`src/boot_trace_loop_counter_assert.svh`:
```
// Assertion macros shared by the boot trace loop counter RTL.
// No dependencies; each macro has an empty form when ASSERT_OFF is set.
`ifndef BOOT_TRACE_LOOP_COUNTER_ASSERT_SVH
`define BOOT_TRACE_LOOP_COUNTER_ASSERT_SVH

`ifndef ASSERT_OFF
// Plain condition checked at every clock edge outside reset.
`define BTLC_ASSERT(lbl, clk, rst_n, cond) \
    lbl: assert property (@(posedge clk) disable iff (!rst_n) (cond)) \
        else $error("btlc assertion failed");
// Same-cycle implication.
`define BTLC_ASSERT_IMP(lbl, clk, rst_n, ante, cons) \
    lbl: assert property (@(posedge clk) disable iff (!rst_n) (ante) |-> (cons)) \
        else $error("btlc implication failed");
// Next-cycle implication.
`define BTLC_ASSERT_NXT(lbl, clk, rst_n, ante, cons) \
    lbl: assert property (@(posedge clk) disable iff (!rst_n) (ante) |=> (cons)) \
        else $error("btlc next-cycle implication failed");
`else
`define BTLC_ASSERT(lbl, clk, rst_n, cond)
`define BTLC_ASSERT_IMP(lbl, clk, rst_n, ante, cons)
`define BTLC_ASSERT_NXT(lbl, clk, rst_n, ante, cons)
`endif

`endif

```
`src/btlc_pkg.sv`:
```
// Types and constants for the boot trace loop counter.
// No dependencies; imported by all btlc modules.
package btlc_pkg;

    localparam int POS_W      = 11;   // word positions 0..2047
    localparam int CNT_W      = 32;
    localparam int TAG_W      = 8;
    localparam int CFG_IDX_W  = 4;
    localparam int CFG_DATA_W = 32;
    localparam int DOG_BIT    = 1;    // reset reason bit in aux word

    typedef enum logic [CFG_IDX_W-1:0] {
        REG_TRACE_MAGIC   = 4'd0,
        REG_TAG_MASK      = 4'd1,
        REG_TAG_MARKER    = 4'd2,
        REG_TAG_BEGIN     = 4'd3,
        REG_TAG_DONE      = 4'd4,
        REG_TAG_CARRY     = 4'd5,
        REG_TAG_CARRY_DOG = 4'd6,
        REG_RESCUE_TAGS   = 4'd7
    } cfg_reg_t;

    typedef struct packed {
        logic [31:0]      trace_magic;
        logic [31:0]      tag_mask;
        logic [31:0]      tag_marker;
        logic [TAG_W-1:0] tag_begin;
        logic [TAG_W-1:0] tag_done;
        logic [TAG_W-1:0] tag_carry;
        logic [TAG_W-1:0] tag_carry_dog;
        logic [TAG_W-1:0] rescue_boot;
        logic [TAG_W-1:0] rescue_dog;
    } btlc_cfg_t;

    typedef struct packed {
        logic             trace_valid;
        logic [POS_W-1:0] next_free;
        logic [CNT_W-1:0] boot_fail_count;
        logic [CNT_W-1:0] watchdog_streak;
        logic             page_exhausted;
        logic             scan_ended;
    } btlc_result_t;

endpackage

```
`src/btlc_cfg.sv`:
```
// Configuration register file for the boot trace loop counter.
// Depends on btlc_pkg.
module btlc_cfg (
    input  logic                               clk,
    input  logic                               rst_n,
    input  logic                               wr_en,
    input  logic [btlc_pkg::CFG_IDX_W-1:0]     wr_index,
    input  logic [btlc_pkg::CFG_DATA_W-1:0]    wr_data,
    output btlc_pkg::btlc_cfg_t                cfg
);
    import btlc_pkg::*;

    btlc_cfg_t cfg_reg;

    always_ff @(posedge clk or negedge rst_n)
    begin
        if (!rst_n)
        begin
            cfg_reg.trace_magic   <= '0;
            cfg_reg.tag_mask      <= 32'hFFFF_FF00;
            cfg_reg.tag_marker    <= '0;
            cfg_reg.tag_begin     <= 8'd1;
            cfg_reg.tag_done      <= 8'd2;
            cfg_reg.tag_carry     <= 8'd3;
            cfg_reg.tag_carry_dog <= 8'd4;
            cfg_reg.rescue_boot   <= '0;
            cfg_reg.rescue_dog    <= '0;
        end
        else if (wr_en)
        begin
            case (cfg_reg_t'(wr_index))
                REG_TRACE_MAGIC:   cfg_reg.trace_magic   <= wr_data;
                REG_TAG_MASK:      cfg_reg.tag_mask      <= wr_data;
                REG_TAG_MARKER:    cfg_reg.tag_marker    <= wr_data;
                REG_TAG_BEGIN:     cfg_reg.tag_begin     <= wr_data[TAG_W-1:0];
                REG_TAG_DONE:      cfg_reg.tag_done      <= wr_data[TAG_W-1:0];
                REG_TAG_CARRY:     cfg_reg.tag_carry     <= wr_data[TAG_W-1:0];
                REG_TAG_CARRY_DOG: cfg_reg.tag_carry_dog <= wr_data[TAG_W-1:0];
                REG_RESCUE_TAGS:
                begin
                    cfg_reg.rescue_boot <= wr_data[TAG_W-1:0];
                    cfg_reg.rescue_dog  <= wr_data[2*TAG_W-1:TAG_W];
                end
                default: ;   // unmapped index, write dropped
            endcase
        end
    end

    assign cfg = cfg_reg;

endmodule

```
`src/btlc_core.sv`:
```
// Scan state and per-word update logic of the boot trace loop counter.
// Depends on btlc_pkg and boot_trace_loop_counter_assert.svh.
`include "boot_trace_loop_counter_assert.svh"
module btlc_core #(
    parameter int PAGE_WORDS    = 1024,
    parameter int RESERVE_WORDS = 128
) (
    input  logic                           clk,
    input  logic                           rst_n,
    input  logic                           step,
    input  logic [31:0]                    word,
    input  logic                           first,
    input  btlc_pkg::btlc_cfg_t            cfg,
    output btlc_pkg::btlc_result_t         result
);
    import btlc_pkg::*;

    localparam logic [POS_W-1:0] PAGE_LIM = POS_W'(PAGE_WORDS);
    localparam logic [POS_W:0]   RES_EXT  = (POS_W+1)'(RESERVE_WORDS);
    localparam logic [POS_W:0]   PAGE_EXT = (POS_W+1)'(PAGE_WORDS);

    logic [POS_W-1:0] pos_reg,     pos_next;
    logic [POS_W-1:0] nidx_reg,    nidx_next;
    logic [TAG_W-1:0] pend_reg,    pend_next;
    logic             valid_reg,   valid_next;
    logic             stop_reg,    stop_next;
    logic [CNT_W-1:0] failed_reg,  failed_next;
    logic [CNT_W-1:0] dog_reg,     dog_next;

    logic [POS_W-1:0] pos_inc;
    logic [POS_W-1:0] pos_sat;
    logic             tag_ok;
    logic [POS_W:0]   exh_sum;

    assign pos_inc = pos_reg + POS_W'(1);
    assign pos_sat = (pos_reg < PAGE_LIM) ? pos_inc : pos_reg;
    assign tag_ok  = ((word & cfg.tag_mask) == cfg.tag_marker) && (pos_inc < PAGE_LIM);

    always_comb
    begin
        pos_next    = pos_reg;
        nidx_next   = nidx_reg;
        pend_next   = pend_reg;
        valid_next  = valid_reg;
        stop_next   = stop_reg;
        failed_next = failed_reg;
        dog_next    = dog_reg;
        if (first)
        begin
            nidx_next   = POS_W'(1);
            failed_next = '0;
            dog_next    = '0;
            pend_next   = '0;
            valid_next  = (word == cfg.trace_magic);
            stop_next   = (word != cfg.trace_magic);
            pos_next    = POS_W'(1);
        end
        else if (stop_reg)
        begin
            pos_next = pos_sat;
        end
        else if (pos_reg[0])
        begin
            // tag word
            if (tag_ok)
            begin
                pend_next = word[TAG_W-1:0];
                pos_next  = pos_inc;
            end
            else
            begin
                stop_next = 1'b1;
                pos_next  = pos_sat;
            end
        end
        else
        begin
            // aux word: apply pending tag, first matching code wins
            if (pend_reg == cfg.tag_carry)
                failed_next = word;
            else if (pend_reg == cfg.tag_carry_dog)
                dog_next = word;
            else if (pend_reg == cfg.tag_begin)
            begin
                failed_next = failed_reg + CNT_W'(1);
                dog_next    = word[DOG_BIT] ? dog_reg + CNT_W'(1) : '0;
            end
            else if (pend_reg == cfg.tag_done)
                failed_next = '0;
            else if (pend_reg == cfg.rescue_boot || pend_reg == cfg.rescue_dog)
            begin
                failed_next = '0;
                dog_next    = '0;
            end
            nidx_next = pos_inc;
            pos_next  = pos_inc;
            if ((pos_inc + POS_W'(1)) >= PAGE_LIM)
                stop_next = 1'b1;
        end
    end

    always_ff @(posedge clk or negedge rst_n)
    begin
        if (!rst_n)
        begin
            pos_reg    <= '0;
            nidx_reg   <= POS_W'(1);
            pend_reg   <= '0;
            valid_reg  <= 1'b0;
            stop_reg   <= 1'b1;
            failed_reg <= '0;
            dog_reg    <= '0;
        end
        else if (step)
        begin
            pos_reg    <= pos_next;
            nidx_reg   <= nidx_next;
            pend_reg   <= pend_next;
            valid_reg  <= valid_next;
            stop_reg   <= stop_next;
            failed_reg <= failed_next;
            dog_reg    <= dog_next;
        end
    end

    assign exh_sum = {1'b0, nidx_next} + RES_EXT;

    always_comb
    begin
        result.trace_valid     = valid_next;
        result.next_free       = nidx_next;
        result.boot_fail_count = failed_next;
        result.watchdog_streak = dog_next;
        result.page_exhausted  = (exh_sum >= PAGE_EXT);
        result.scan_ended      = stop_next;
    end

    // an active scan implies the page header checked out
    `BTLC_ASSERT_IMP(a_run_needs_valid, clk, rst_n, !stop_reg, valid_reg)
    // next free index always sits right after an aux word, so it is odd
    `BTLC_ASSERT(a_nidx_odd, clk, rst_n, nidx_reg[0])
    // scan position never runs past the page
    `BTLC_ASSERT(a_pos_in_page, clk, rst_n, pos_reg <= PAGE_LIM)

endmodule

```
`src/boot_trace_loop_counter.sv`:
```
// Boot trace loop counter: input register, scan core, result register.
// Depends on btlc_pkg, btlc_cfg, btlc_core.
//
// Usage:
//   Trace page words arrive on the word channel (word_valid/word_ready,
//   page_word, first_word). first_word marks page word 0 and restarts the
//   scan; later words follow in page order. For every word taken, exactly
//   one result word leaves on the result channel (result_valid /
//   result_ready) carrying trace_valid, next_free, boot_fail_count,
//   watchdog_streak, page_exhausted and scan_ended after that page word.
//   An accepted word passes through the input register and then the result
//   register, where result_valid rises; throughput is one word per cycle while
//   the receiver keeps up, set by the scan update between the two registers.
//   When the receiver stalls, the result register holds; the input register
//   can still take one more word, and word_ready falls only once both are
//   full. A stall releases in the cycle result_ready returns, with no bubble.
//   Configuration writes use cfg_valid/cfg_ready (always ready) with
//   cfg_index and cfg_data; write only while no words are in flight.
//   Reset clears the pipeline, loads the register defaults and leaves the
//   scan stopped, so words before the first page word 0 report reset values.
module boot_trace_loop_counter #(
    parameter int PAGE_WORDS    = 1024,
    parameter int RESERVE_WORDS = 128
) (
    input  logic                               clk,
    input  logic                               rst_n,
    input  logic                               word_valid,
    output logic                               word_ready,
    input  logic [31:0]                        page_word,
    input  logic                               first_word,
    output logic                               result_valid,
    input  logic                               result_ready,
    output logic                               trace_valid,
    output logic [btlc_pkg::POS_W-1:0]         next_free,
    output logic [btlc_pkg::CNT_W-1:0]         boot_fail_count,
    output logic [btlc_pkg::CNT_W-1:0]         watchdog_streak,
    output logic                               page_exhausted,
    output logic                               scan_ended,
    input  logic                               cfg_valid,
    output logic                               cfg_ready,
    input  logic [btlc_pkg::CFG_IDX_W-1:0]     cfg_index,
    input  logic [btlc_pkg::CFG_DATA_W-1:0]    cfg_data
);
    import btlc_pkg::*;

    btlc_cfg_t    cfg;
    btlc_result_t core_res;
    btlc_result_t res_reg;

    logic        in_vld_reg;
    logic [31:0] word_reg;
    logic        first_reg;
    logic        out_vld_reg;
    logic        advance;

    // config registers; always ready
    assign cfg_ready = 1'b1;

    btlc_cfg u_cfg (
        .clk      (clk),
        .rst_n    (rst_n),
        .wr_en    (cfg_valid),
        .wr_index (cfg_index),
        .wr_data  (cfg_data),
        .cfg      (cfg)
    );

    // word in the input register moves into the result register when that
    // one is empty or being drained this cycle
    assign advance    = in_vld_reg && (!out_vld_reg || result_ready);
    assign word_ready = !in_vld_reg || advance;

    always_ff @(posedge clk or negedge rst_n)
    begin
        if (!rst_n)
            in_vld_reg <= 1'b0;
        else if (word_ready)
            in_vld_reg <= word_valid;
    end

    always_ff @(posedge clk)
    begin
        if (word_valid && word_ready)
        begin
            word_reg  <= page_word;
            first_reg <= first_word;
        end
    end

    btlc_core #(
        .PAGE_WORDS    (PAGE_WORDS),
        .RESERVE_WORDS (RESERVE_WORDS)
    ) u_core (
        .clk    (clk),
        .rst_n  (rst_n),
        .step   (advance),
        .word   (word_reg),
        .first  (first_reg),
        .cfg    (cfg),
        .result (core_res)
    );

    // result register
    always_ff @(posedge clk or negedge rst_n)
    begin
        if (!rst_n)
            out_vld_reg <= 1'b0;
        else if (advance)
            out_vld_reg <= 1'b1;
        else if (result_ready)
            out_vld_reg <= 1'b0;
    end

    always_ff @(posedge clk)
    begin
        if (advance)
            res_reg <= core_res;
    end

    assign result_valid    = out_vld_reg;
    assign trace_valid     = res_reg.trace_valid;
    assign next_free       = res_reg.next_free;
    assign boot_fail_count = res_reg.boot_fail_count;
    assign watchdog_streak = res_reg.watchdog_streak;
    assign page_exhausted  = res_reg.page_exhausted;
    assign scan_ended      = res_reg.scan_ended;

endmodule
```
`config.mk`:
```
export PLATFORM = sky130hd
export DESIGN_NAME = boot_trace_loop_counter
export DESIGN_NICKNAME = d
export VERILOG_FILES = /design/src/btlc_pkg.sv /design/src/btlc_cfg.sv /design/src/btlc_core.sv /design/src/boot_trace_loop_counter.sv
export VERILOG_INCLUDE_DIRS = /design/src /design/src/src
export SDC_FILE = /design/constraint.sdc
export NUM_CORES = 1
export LEC_CHECK = 0
export ABC_AREA = 1
export ABC_CLOCK_PERIOD_IN_PS = 9000
export BUFFER_PORTS_ARGS = -buffer_cell sky130_fd_sc_hd__buf_4
export CORE_MARGIN = 5
export CORE_UTILIZATION = 63
export CTS_CLUSTER_DIAMETER = 120
export DETAILED_ROUTE_END_ITERATION = 6
export GPL_ROUTABILITY_DRIVEN = 0
export PLACE_DENSITY_LB_ADDON = 0.25
export RECOVER_POWER = 100
export SLEW_MARGIN = 40
export SYNTH_ARGS = -nofsm -noshare
export SYNTH_HDL_FRONTEND = slang
export SYNTH_HIERARCHICAL = 1
export SYNTH_SLANG_ARGS = --single-unit
```
`constraint.sdc`:
```
create_clock -name clk -period 9 [get_ports clk]
set_input_delay 0.45 -clock clk [delete_from_list [all_inputs] [get_ports clk]]
set_output_delay 0.45 -clock clk [all_outputs]
set_load 0.03 [all_outputs]
```
== Word level (Yosys, flattened, before mapping) ==
Index checks and enable logic that the tools add are counted.

* Add/sub/neg operators: 5
* Multiply operators: 0
* Divide/modulo/power cells: 0
* Magnitude comparators: 4
* Equality and inequality tests: 17
* Shift operators: 0
* Multiplexer cells: 37
* Bitwise gates (word level): 1
* Reductions and logical operators: 21

{| class="wikitable"
|+ Operators by type and width
! cell !! count
|-
| $mux W32 || 17
|-
| $mux W11 || 8
|-
| $add A32 B1 Y32 const B || 2
|-
| $eq A32 B32 Y1 || 2
|-
| $eq A8 B8 Y1 || 6
|-
| $and A32 B32 Y32 || 1
|-
| $mux W8 || 4
|-
| $ne A32 B32 Y1 || 1
|-
| $add A11 B1 Y11 const B || 2
|-
| $lt A11 B11 Y1 const B || 2
|-
| $eq A4 B3 Y1 const B || 4
|-
| $reduce_and A2 Y1 || 8
|-
| $add A11 B8 Y12 const B || 1
|-
| $ge A12 B11 Y1 const B || 1
|-
| $ge A11 B11 Y1 const B || 1
|-
| $eq A4 B2 Y1 const B || 2
|-
| $mux W1 || 8
|-
| $reduce_bool A2 Y1 || 3
|-
| $eq A4 B1 Y1 const B || 1
|-
| $logic_not A4 Y1 || 1
|-
| $reduce_and A4 Y1 || 1
|-
| $logic_and A1 B1 Y1 || 3
|-
| $logic_or A1 B1 Y1 || 3
|-
| $logic_not A1 Y1 || 2
|-
| $ne A2 B2 Y1 const B || 1
|}

* Register bits: 353
* Latch bits: 0
* Memory bits (writable): 0
* Memory bits (read-only): 0
* Input port bits: 74
* Output and inout bits: 81
* Word-level logic and storage cells: 111
* Memories: 0

== Logic depth before layout (Yosys ltp) ==
* Depth after elaboration: 10
* Depth in mapped cells: 18

== Modules after synthesis ==
Netlist, hierarchy kept.

{| class="wikitable"
|+ Modules (own cells, without submodules)
! module !! instances !! cells an instance !! area an instance (µm²)
|-
| btlc_core || 1 || 1928 || 10885.4
|-
| btlc_cfg || 1 || 670 || 6015.8
|-
| boot_trace_loop_counter || 1 || 125 || 3439.5
|}

== Worst setup path after synthesis ==
Ideal clock, no wire load.

* Path kind: reg-to-reg
* Start point: register out_vld_reg, in the netlist result_valid
* End point: register u_core.nidx_reg[10]
* Setup time: 0.122 ns
* Arrival time: 5.727 ns
* Data required time: 8.878 ns
* Path slack: 3.151 ns
* Cell stages (with the launch flop): 8
* Path buffers: 2
* Period minus slack after synthesis: 5.849 ns
* Path through: dfrtp_1 -> a21oi_1 -> inv_1 -> clkbuf_1 -> nor2_1 -> inv_1 -> clkbuf_1 -> a32o_1

* Longest elaborated chain between the ends: 3

{| class="wikitable"
|+ Ends and longest elaborated chain
! element !! RTL line !! source
|-
| start, declared || boot_trace_loop_counter.sv:53 || <nowiki>logic out_vld_reg;</nowiki>
|-
| start signal, assigned || boot_trace_loop_counter.sv:107 || <nowiki>out_vld_reg <= 1'b0;</nowiki>
|-
| start signal, assigned || boot_trace_loop_counter.sv:109 || <nowiki>out_vld_reg <= 1'b1;</nowiki>
|-
| start signal, assigned || boot_trace_loop_counter.sv:111 || <nowiki>out_vld_reg <= 1'b0;</nowiki>
|-
| $logic_not A1 Y1 || boot_trace_loop_counter.sv:70 || <nowiki>assign advance = in_vld_reg && (!out_vld_reg || result_ready);</nowiki>
|-
| $logic_or A1 B1 Y1 || boot_trace_loop_counter.sv:70 ||
|-
| $logic_and A1 B1 Y1 || boot_trace_loop_counter.sv:70 ||
|-
| net advance || boot_trace_loop_counter.sv:54 || <nowiki>logic advance;</nowiki>
|-
| end signal, assigned || btlc_core.sv:117 || <nowiki>nidx_reg <= nidx_next;</nowiki>
|-
| end, declared || btlc_core.sv:23 || <nowiki>logic [POS_W-1:0] nidx_reg, nidx_next;</nowiki>
|}

The timed path passes the listed nets, and every way through them passes these cells.
A chain may end at the register's enable or synchronous reset.

==> run metrics <==
clk root buf=clkbuf_16; Final Skew=0.0237 ns; Slew Limit Fails=554; CTS Buf Count=39; DR WL/cell=19.1 um; final cycle utilization of the critical path=64.6%; ANT cells=0; syn avg cell area=7.47 um^2; register bit count reported by yosys=353; first-pass GRT wire length=97900 um; Yosys warning total=6; most common cell after layout, fill and taps aside=nand2_1; total grt overflow=0; max_cap viols=11; setup TNS=0 ns; status=finished with violations; CTS Sinks=353; post-synth cell types=52; Post-synth EDFFs=111; power per cell area=202 nW/um^2; Resized cells post-CTS=0; commonest cells after routing, fill and taps aside=1051 x nand2_1, 228 x inv_1, 211 x dfrtp_1; DRT Pass-1 Iters=6; placed insts=3159; Main synth FF type=dfrtp_1; Rows=65; failing checks=capacitance limit, slew limit; Post-synth ARST share=68.6%; Reg clk slew, reported paths=0.06 ns; vias in the first global route=18300; max reg flops=144; worst r2r src=u_core/pend_reg[3]; Leakage=10.7 nW; pin count of the biggest net entering global routing=105; total track usage=33.6%; worst r2r dst=watchdog_streak[18]; Total Die Area=36000 um^2; P&R area growth vs syn=9.96%; RSZ-0062 raised after global routing=no; synthesized instance count=2723; ANT nets after route=0; FF-to-FF path depth=9; Req. time, crit path=9.28 ns; mapped cell area=20300 um^2; CP Class=reg2reg; Finished Layout Cells=3233; initial drt markers=2508; register area share after synthesis=46.3%; Clock Tree Buf Depth=3; R2R Setup Slk=3.18 ns; hold endpoint=word_reg[24]; antenna violations before repair=1; die width=190 um; Slew headroom=-166%; Final setup viols=0; WL final=61700 um; Worst Min Path Start=page_word[24]; worst min-delay path class=in2reg; num ports=155; height of the die=190 um; clk_lat worst skew=0.56 ns; vias per inst=6.05; Least-Margin Pin Slew=4.00 ns; CP startpoint kind=register; Hold Vio Cnt, Final=0; CTS H-tree depth=2; worst vdd ir=0.162 mV; syn nets=2803; Initial Util=64.1%; Period minus WS final=5.82 ns; Detailed Place HPWL=41500 um; total core area=31700 um^2; Setup crit end kind=register; share of cells above drive strength 1=8.72%; WP data arrival=6.10 ns; post-layout total power=0.00451 W; Hold Crit Depth=1; Final nets=2880; DR DRC count=0; CTS tree=built; port buffer count=153; critical path fanouts, max=53; Max Freq=0.172 GHz; detailed-route via count=19600
## where the power goes
group	switching [W]	total [W]	internal (W)	leakage (nW)
logic	0.000602	0.000856	0.000254	5.91
clock network	0.000673	0.00163	0.000955	0.635
registers	0.000160	0.00203	0.00187	4.19
## worst max-delay path by stage
stage / start / endpoint / slack (ns) / cells past startpoint
after floorplan: result_valid / u_core/nidx_reg[10] / 3.15 / 7
after global placement: result_ready / u_core/nidx_reg[10] / 5.64 / 8
after detailed placement: u_core/pos_reg[0] / u_core/pend_reg[1] / 5.57 / 16
after CTS: u_core/pos_reg[0] / u_core/pend_reg[1] / 5.54 / 16
after global routing: rst_n / u_core/dog_reg[15] / 2.79 / 3
final: u_core/pend_reg[3] / watchdog_streak[18] / 3.18 / 9
## what timing repair did
item,4_1_cts,5_1_grt
endpoints found under the hold margin,0,29
endpoints found under the setup margin,0,0
hold buffers,0,1
buffers inserted,0,0
## metrics by stage
step                      util [%]  hold WS (ns)  cell area (um^2)  setup WS, ns
after global routing          70.5        0.0821             22400          2.79
after detailed placement      67.6         0.456             21400          5.57
after floorplan                  -         0.154             20300          3.15
after CTS                     71.7       0.00610             22700          5.54
final                         70.5        0.0868             22400          3.18
after global placement        67.5         0.451             21400          5.64
## synth_stat cells (23+ instances only)
library cell / count / share of area [%]
xnor2_1: 27 / 1.2
o21ai_0: 101 / 2.5
edfxtp_1: 111 / 16
o21ai_1: 39 / 0.96
nand2_1: 1050 / 19
nor2_2: 23 / 0.71
clkbuf_1: 53 / 0.98
a21oi_1: 79 / 1.9
dfrtp_1: 211 / 26
xor2_1: 35 / 1.5
inv_1: 228 / 4.2
buf_2: 60 / 1.5
nand4_1: 141 / 4.3
nor2_1: 162 / 3.0
dfstp_2: 31 / 4.0
nand3_1: 208 / 5.1
## metal layers
layer  track usage, %  vias up  wire (um)
li1                 -     8964          -
met1             45.4     9013      23300
met2             53.1     1341      28000
met3             7.03      236       7390
met4             14.4        2       3010
met5                0        -         13
## critical path, cell delays in order (launching register included)
cell and delay (ns):
dfrtp_1 0.69, xor2_1 0.20, nor2_1 0.08, nand4_2 0.09, clkbuf_1 1.50, nand2_1 1.71
inv_1 0.84, nand3_1 0.21, nand2_1 0.12, a21oi_1 0.07
## final cells by class
| class | count | area (um^2) |
|---|---|---|
| clock buffer | 60 | 1120 |
| clock inverter | 12 | 171 |
| fill | 2576 | 9350 |
| inverter | 248 | 941 |
| multi-input combinational | 1982 | 9220 |
| sequential | 353 | 9430 |
| tap | 402 | 503 |
| timing repair buffer | 176 | 983 |
## kinds of logic (layout without fill, tap and decap cells)
kind of cell               Yosys count  count (layout)  share of synthesized area (%)
DFF                                353             353                           46.3
buffers and inverters              388             496                           8.33
xor gates and xnor gates            62              62                           2.67
adders and majority gates            6               6                          0.369
AOI/OAI and AO/OA                  256             256                           6.72
and+or+nand+nor                   1657            1657                           35.5
other                                1               1                         0.0184
Note: power is estimated with default switching activity, not from simulation.
